$ cat config.mk
export PLATFORM = sky130hd
export DESIGN_NAME = tpi_fifo
export DESIGN_NICKNAME = d
export VERILOG_FILES = /design/src/rtl/tpi_pkg.sv /design/src/rtl/tpi_fifo.sv
export SDC_FILE = /design/constraint.sdc
export NUM_CORES = 1
export LEC_CHECK = 0
export ABC_CLOCK_PERIOD_IN_PS = 1900
export BUFFER_PORTS_ARGS = -buffer_cell sky130_fd_sc_hd__buf_4
export CORE_MARGIN = 10
export CORE_UTILIZATION = 52
export CTS_CLUSTER_DIAMETER = 150
export DETAILED_ROUTE_END_ITERATION = 12
export GPL_TIMING_DRIVEN = 1
export PLACE_DENSITY = 0.8
export SETUP_SLACK_MARGIN = 0.5
export SYNTH_ARGS = -nofsm -noshare
export SYNTH_HDL_FRONTEND = slang
export SYNTH_SLANG_ARGS = --single-unit
$ cat constraint.sdc
create_clock -name clk_i -period 1.9 [get_ports clk_i]
set_clock_uncertainty 0.05 [all_clocks]
set_input_delay 0.475 -clock clk_i [delete_from_list [all_inputs] [get_ports clk_i]]
set_output_delay 0.475 -clock clk_i [all_outputs]
set_load 0.1 [all_outputs]
$ cat src/rtl/tpi_pkg.sv
// Shared types and constants for the three-plane intersection block.
`default_nettype none
package tpi_pkg;

  localparam int FIELD_WIDTH = 16;
  localparam int COORD_WIDTH = 32;
  localparam int COEF_WIDTH  = 16;
  localparam int FRAC_BITS   = 16;
  localparam int QUEUE_DEPTH = 2;

  typedef struct packed {
    logic signed [FIELD_WIDTH-1:0] plane1_a;
    logic signed [FIELD_WIDTH-1:0] plane1_b;
    logic signed [FIELD_WIDTH-1:0] plane1_c;
    logic signed [FIELD_WIDTH-1:0] plane1_d;
    logic signed [FIELD_WIDTH-1:0] plane2_a;
    logic signed [FIELD_WIDTH-1:0] plane2_b;
    logic signed [FIELD_WIDTH-1:0] plane2_c;
    logic signed [FIELD_WIDTH-1:0] plane2_d;
    logic signed [FIELD_WIDTH-1:0] plane3_a;
    logic signed [FIELD_WIDTH-1:0] plane3_b;
    logic signed [FIELD_WIDTH-1:0] plane3_c;
    logic signed [FIELD_WIDTH-1:0] plane3_d;
  } tpi_req_t;

  typedef struct packed {
    logic signed [COORD_WIDTH-1:0] point_x;
    logic signed [COORD_WIDTH-1:0] point_y;
    logic signed [COORD_WIDTH-1:0] point_z;
    logic                          solvable;
    logic                          saturated;
  } tpi_res_t;

endpackage
`default_nettype wire

$ cat src/rtl/tpi_fifo.sv
// Short request queue between the determinant front and the divider back.
`default_nettype none
module tpi_fifo #(
  parameter int WIDTH = 8,
  parameter int DEPTH = tpi_pkg::QUEUE_DEPTH
) (
  input  wire logic             clk_i,
  input  wire logic             rst_ni,
  input  wire logic             push_i,
  input  wire logic [WIDTH-1:0] data_i,
  output logic                  full_o,
  input  wire logic             pop_i,
  output logic                  empty_o,
  output logic [WIDTH-1:0]      data_o
);

  localparam int AW = (DEPTH > 1) ? $clog2(DEPTH) : 1;
  localparam int CW = $clog2(DEPTH + 1);

  logic [WIDTH-1:0] mem_q [DEPTH];
  logic [AW-1:0]    wr_q, rd_q;
  logic [CW-1:0]    cnt_q;

  assign full_o  = (cnt_q == CW'(DEPTH));
  assign empty_o = (cnt_q == '0);
  assign data_o  = mem_q[rd_q];

  always_ff @(posedge clk_i) begin
    if (push_i) begin
      mem_q[wr_q] <= data_i;
    end
  end

  always_ff @(posedge clk_i or negedge rst_ni) begin
    if (!rst_ni) begin
      wr_q  <= '0;
      rd_q  <= '0;
      cnt_q <= '0;
    end else begin
      if (push_i) begin
        wr_q <= (wr_q == AW'(DEPTH - 1)) ? '0 : wr_q + 1'b1;
      end
      if (pop_i) begin
        rd_q <= (rd_q == AW'(DEPTH - 1)) ? '0 : rd_q + 1'b1;
      end
      if (push_i && !pop_i) begin
        cnt_q <= cnt_q + 1'b1;
      end else if (pop_i && !push_i) begin
        cnt_q <= cnt_q - 1'b1;
      end
    end
  end

endmodule
`default_nettype wire

==> reports/results.tsv, run 1 <==
stage	metric	value	unit
worst_hold_path	Hold Crit Class	input pin to flip-flop	
flow_run	Max-Cap Viols	0	
timing	Setup TNS	0	ns
worst_setup_path	WP data required	1.37	ns
cells_and_area	proportion of layout cells with a drive suffix above 1	0.5833	
clocking	Worst-path clk slew	0.11	ns
placed_design	I/O Buffers	21	
worst_setup_path	CP max FO	5	
timing	max-slew violation count	0	
floorplanning	Core Rows	13	
drt	DR vias	468	
cells_and_area	FILL cells	46	
timing	Hold Fails Final Rpt	0	
placed_design	GP Congestion	0.6152	
clocking	CTS buffer count	3	
worst_setup_path	crit start category	flip-flop	
drt	detailed router's first-iteration violation count	16	
global_routing	gr usage total	0.1099	
floorplanning	Starting Density	0.5709	
drt	WL per Instance	20.09	µm
timing	final critical-path share of the clock period	0.9905	
global_routing	initial antenna violation count	0	
cells_and_area	# nets final	86	
yosys	sequential share of the synthesized area	0.7532	
timing	Tmin final	1.882	ns
yosys	Netlist cell types	12	
cells_and_area	Final Cell Area	0.001191	mm²
timing	Final setup viols	0	
cells_and_area	commonest cells after routing, fill and taps aside	edfxtp_1, buf_4, buf_12	
cells_and_area	Antenna diodes	0	
cells_and_area	most common cell after layout, fill and taps aside	edfxtp_1	
clocking	Clock Tree Buf Depth	2	
drt	routed vias/inst	5.379	
floorplanning	I/O pin total	22	
timing	worst-margin pin slew	0.3811	ns
yosys	syn nets	54	
yosys	YS warnings	0	
worst_setup_path	Crit. End Element	output pin	
timing	RSZ-0062 raised after global routing	true	
drt	final wirelength	1748	µm
placed_design	placement-stage cell area	982.2	µm²
floorplanning	die area	0.003422	mm²
outcome	outcome	completed	
yosys	Post-Syn Area per Cell	18.80	µm²
clocking	clock latency on the worst-skew pair	0.29	ns
yosys	synthesized cell area	770.7	µm²
worst_setup_path	Largest stage delay, worst path	0.44	ns
clocking	CTS sink cnt	20	
worst_setup_path	CP max stage cell	dfrtp_2	
clocking	H-Tree Depth	1	
drt	drt pass-1 iters	4	
global_routing	first-pass GRT wire length	2697	µm
global_routing	vias in the first global route	509	
timing	FMAX	0.5314	GHz
cells_and_area	P&R area growth vs syn	54.55	%
floorplanning	die width	58.50	µm
drt	DRT antenna net count	0	
drt	DRC viols	0	
floorplanning	core area	0.001350	mm²
clocking	CTS tree	yes	
worst_setup_path	crit path cell chain	buf_6, mux2_4, buf_12	
yosys	Yosys reg bits	20	
placed_design	Final HPWL DP	1103	µm
floorplanning	Die Span Y	58.50	µm
worst_setup_path	crit path DAT	1.36	ns
yosys	cells after synthesis	41	
timing	Hold WS	0.3050	ns
global_routing	GRT overflow	0	
global_routing	pin count of the biggest net entering global routing	12	
worst_setup_path	CP Class	flip-flop to output pin	
timing	worst rel slew slack	0.7459	
clocking	root buffer cell	clkbuf_4	
==> worst max-delay path, delay by kind of cell (launching register included) <==
kind,cells,cell delay (ns)
buffers and inverters,2,0.31
DFF,1,0.44
muxes,1,0.31
==> worst paths after layout <==
| path | from | to | slack (ns) | cells after the start |
|---|---|---|---|---|
| min in group asynchronous | rst_ni | cnt_q[0] | 0.44 | 2 |
| max | rd_q | data_o[0] | 0.02 | 3 |
| min | data_i[2] | mem_q[0][2] | 0.30 | 1 |
| max in group asynchronous | rst_ni | rd_q | 1.25 | 2 |
| max reg2reg | cnt_q[0] | cnt_q[1] | 0.75 | 4 |
| min reg2reg | wr_q | wr_q | 0.45 | 1 |
==> repair_timing <==
item,CTS,global route
hold buffers,1,0
hold endpoints to repair,4,0
resized for setup,35,0
setup buffers,5,0
gates cloned,0,0
pin swaps,0,1
endpoints found under the setup margin,10,10
==> flip-flops by register name, summed over array words and instances, names as in the netlist <==
name / cells
mem_q: 16
cnt_q: 2
rd_q: 1
wr_q: 1
==> cell type report <==
| type | instances | area, µm² | share of cell area |
|---|---|---|---|
| inverter | 1 | 3.754 | 0.003151 |
| tap | 15 | 18.77 | 0.01576 |
| timing repair buffer | 28 | 345.3 | 0.2899 |
| sequential | 20 | 583.1 | 0.4895 |
| clock buffer | 3 | 22.52 | 0.01891 |
| multi-input combinational | 19 | 214.0 | 0.1796 |
| clock inverter | 1 | 3.754 | 0.003151 |
==> cell usage after synthesis, drive strengths merged <==
cell type / count / area [µm²]
xnor2: 1 / 8.760
inv: 1 / 3.750
nor2b: 1 / 6.260
and2: 1 / 6.260
buf: 1 / 11.26
mux2: 8 / 90.09
ha: 1 / 12.51
dfrtp: 4 / 100.1
and2b: 1 / 8.760
edfxtp: 16 / 480.5
xor2: 4 / 35.03
nor2: 2 / 7.510
==> through the flow <==
step           worst slack (ns)    util  std cells
4_1_cts                 0.03537  0.8823         87
3_3_place_gp             0.1488  0.7275         77
5_1_grt                -0.03096  0.8823         87
2_1_floorplan            0.4443       -         41
6_report                0.01809  0.8823         87
3_5_place_dp             0.1378  0.7275         77
==> cell families (layout without fill, tap and decap cells) <==
kind of cell / count (synthesis) / after routing / share of synthesized area
and+or+nand+nor: 5 / 5 / 0.03735
DFF: 20 / 20 / 0.7533
muxes: 8 / 8 / 0.1169
xor gates and xnor gates: 5 / 5 / 0.05682
buffers and inverters: 2 / 33 / 0.01947
adders and majority gates: 1 / 1 / 0.01623
==> layer usage <==
layer / vias up / part of all wire / track usage
li1: 208 / - / -
met1: 230 / 0.36 / 0.1064
met2: 24 / 0.55 / 0.1912
met3: 6 / 0.066 / 0.04077
met4: 0 / 0.025 / 0.07047
met5: - / 0 / 0
Power of run 1 is not shown: default switching activity piles up to over one toggle a cycle in this logic, so the estimate is an artifact.
==> run 2, diff against run 1 <==
- ABC_CLOCK_PERIOD_IN_PS: 1900 -> 2400
- clock period: 1.9 -> 2.4 ns (I/O delays scaled with it)
==> run 2 against run 1 <==
Global-route usage decreased by 2.3 points. Hold slack got worse by 0.27 ns. First-iteration DRC count decreased by 50%. Critical path depth unchanged. Routed wire length decreased by 13%. Non-clock buffer count decreased by 4. Flip-flop and latch count unchanged. Worst setup slack improved by 0.40 ns. Core utilization decreased by 7.3 points. Register-to-register slack improved by 0.50 ns. Cell count decreased by 4.6%. Sequential share of layout area increased by 4.3 points. Critical endpoint is now data_o[5]. Largest cell class unchanged. Highest routed layer unchanged.
==> reports/results.tsv, run 2 (synthesis gave the netlist of run 1 again) <==
stage	metric	value	unit	change
worst_setup_path	reg2reg start	wr_q		
clocking	H-Tree Depth	1		unchanged
global_routing	GRT overflow	0		unchanged
cells_and_area	Final Cell Area	0.001092	mm²	-8.3%
drt	DR vias	413		-12%
timing	Setup TNS	0	ns	unchanged
timing	RSZ-0062 raised after global routing	true		
floorplanning	core area	0.001350	mm²	unchanged
worst_setup_path	WP data required	1.75	ns	+0.38 ns
timing	worst-margin pin slew	0.3866	ns	+0.005513 ns
clocking	root buffer cell	clkbuf_4		
clocking	CTS buffer count	3		unchanged
placed_design	Place WS	0.5893	ns	+0.4514 ns
worst_setup_path	CP max FO	5		unchanged
timing	worst rel slew slack	0.7423		-0.003675
timing	Hold Fails Final Rpt	0		unchanged
worst_setup_path	CP Class	flip-flop to output pin		
worst_setup_path	CP max stage cell	dfrtp_2		
floorplanning	Starting Density	0.5709		unchanged
worst_setup_path	Largest stage delay, worst path	0.42	ns	-0.02 ns
cells_and_area	# nets final	82		-4.7%
worst_setup_path	crit path cell chain	buf_6, mux2_4, buf_12		
drt	DRT antenna net count	0		unchanged
drt	detailed router's first-iteration violation count	8		-8
global_routing	first-pass GRT wire length	2339	µm	-13%
timing	Tmin final	1.981	ns	
worst_setup_path	Crit path depth	3		unchanged
floorplanning	Core Rows	13		unchanged
global_routing	pin count of the biggest net entering global routing	12		unchanged
worst_setup_path	Reg2Reg Depth	1		-3
global_routing	initial antenna violation count	0		unchanged
cells_and_area	P&R area growth vs syn	41.72	%	
worst_hold_path	Hold Crit Class	input pin to asynchronous set/reset pin		
cells_and_area	Most flops, register	mem_q		
clocking	Worst-path clk slew	0.10	ns	about the same
timing	max-slew violation count	0		unchanged
worst_setup_path	worst path bufs/invs	2		unchanged
drt	drt pass-1 iters	2		-2
worst_setup_path	worst reg2reg endpoint	mem_q[1][6]		
flow_run	Max-Cap Viols	0		unchanged
cells_and_area	Antenna diodes	0		unchanged
cells_and_area	FILL cells	76		+65%
worst_setup_path	flop2flop setup slack	1.25	ns	+0.50 ns
worst_setup_path	crit start category	flip-flop		
clocking	CTS tree	yes		
floorplanning	die width	58.50	µm	unchanged
drt	routed vias/inst	4.976		-7.5%
global_routing	gr usage total	0.08726		-0.02262
worst_setup_path	crit path DAT	1.33	ns	-0.03 ns
drt	WL per Instance	18.40	µm	-8.4%
global_routing	vias in the first global route	501		-1.6%
floorplanning	Die Span Y	58.50	µm	unchanged
outcome	outcome	completed		
timing	Final setup viols	0		unchanged
worst_setup_path	CP startpoint	rd_q		
clocking	clock latency on the worst-skew pair	0.28	ns	about the same
floorplanning	die area	0.003422	mm²	unchanged
cells_and_area	most common cell after layout, fill and taps aside	edfxtp_1		
drt	final wirelength	1527	µm	-13%
timing	FMAX	0.5047	GHz	
cells_and_area	max reg flops	16		unchanged
worst_setup_path	Crit. End Element	output pin		
cells_and_area	commonest cells after routing, fill and taps aside	edfxtp_1, buf_4, mux2_4, buf_12		
timing	final critical-path share of the clock period	0.8256		
floorplanning	I/O pin total	22		unchanged
placed_design	I/O Buffers	21		unchanged
placed_design	Final HPWL DP	1121	µm	+1.7%
worst_setup_path	worst setup path end	data_o[5]		
worst_setup_path	largest delay contributor family on the critical path	flip-flops		
clocking	Clock Tree Buf Depth	2		unchanged
placed_design	placement-stage cell area	945.9	µm²	-3.7%
clocking	CTS sink cnt	20		unchanged
cells_and_area	Regs by FF count	mem_q (16), cnt_q (2)		
timing	Final Worst Setup Slack	0.4186	ns	+0.4005 ns
placed_design	GP Congestion	0.6501		+5.7%
cells_and_area	proportion of layout cells with a drive suffix above 1	0.5588		-0.02451
drt	DRC viols	0		unchanged
==> run 2: changes by cell type in the layout (fill, tap and decap cells not counted), sizes merged <==
cell	delta
dlygate4sd3	-1
buf	-3
clkinv	-1
clkbuf	+1
==> run 2: final cells by class <==
| cell class | instances | area (µm²) | share of cell area |
|---|---|---|---|
| Clock buffer | 4 | 26.28 | 0.02405 |
| Inverter | 1 | 3.754 | 0.003436 |
| Multi-Input combinational cell | 19 | 196.4 | 0.1798 |
| Sequential cell | 20 | 581.8 | 0.5326 |
| Timing Repair Buffer | 24 | 265.3 | 0.2428 |
| Tap cell | 15 | 18.77 | 0.01718 |
==> run 2: repair_timing <==
item	in CTS	in global routing
setup endpoints to repair	8	9
resized for setup	15	13
buffers inserted	2	0
hold buffers	0	0
==> run 2: per-layer routing <==
layer  GRT usage  part of all wire  up-vias
li1            -                 -      200
met4     0.02013            0.0039        0
met1     0.08940              0.39      198
met2      0.1654              0.56       13
met5           0                 0        -
met3     0.02790             0.048        2
==> run 2: worst min path at each step <==
stage	start	end	slack, ns
finish	rst_ni	rd_q	0.04
global route	rst_ni	cnt_q[1]	0.03
CTS	rst_ni	rd_q	0.04
detailed placement	rst_ni	rd_q	0.35
global placement	rst_ni	cnt_q[1]	0.35
floorplan	rst_ni	cnt_q[0]	0.25
==> run 2: stage by stage <==
| stage | utilization | instances | hold slack [ns] |
|---|---|---|---|
| after floorplan | - | 41 | 0.2544 |
| after global placement | 0.7006 | 77 | 0.3477 |
| after detailed placement | 0.7006 | 77 | 0.3502 |
| after CTS | 0.7692 | 83 | 0.03853 |
| after global routing | 0.8091 | 83 | 0.02680 |
| final | 0.8091 | 83 | 0.03904 |
Power of run 2 is left out for the same reason.
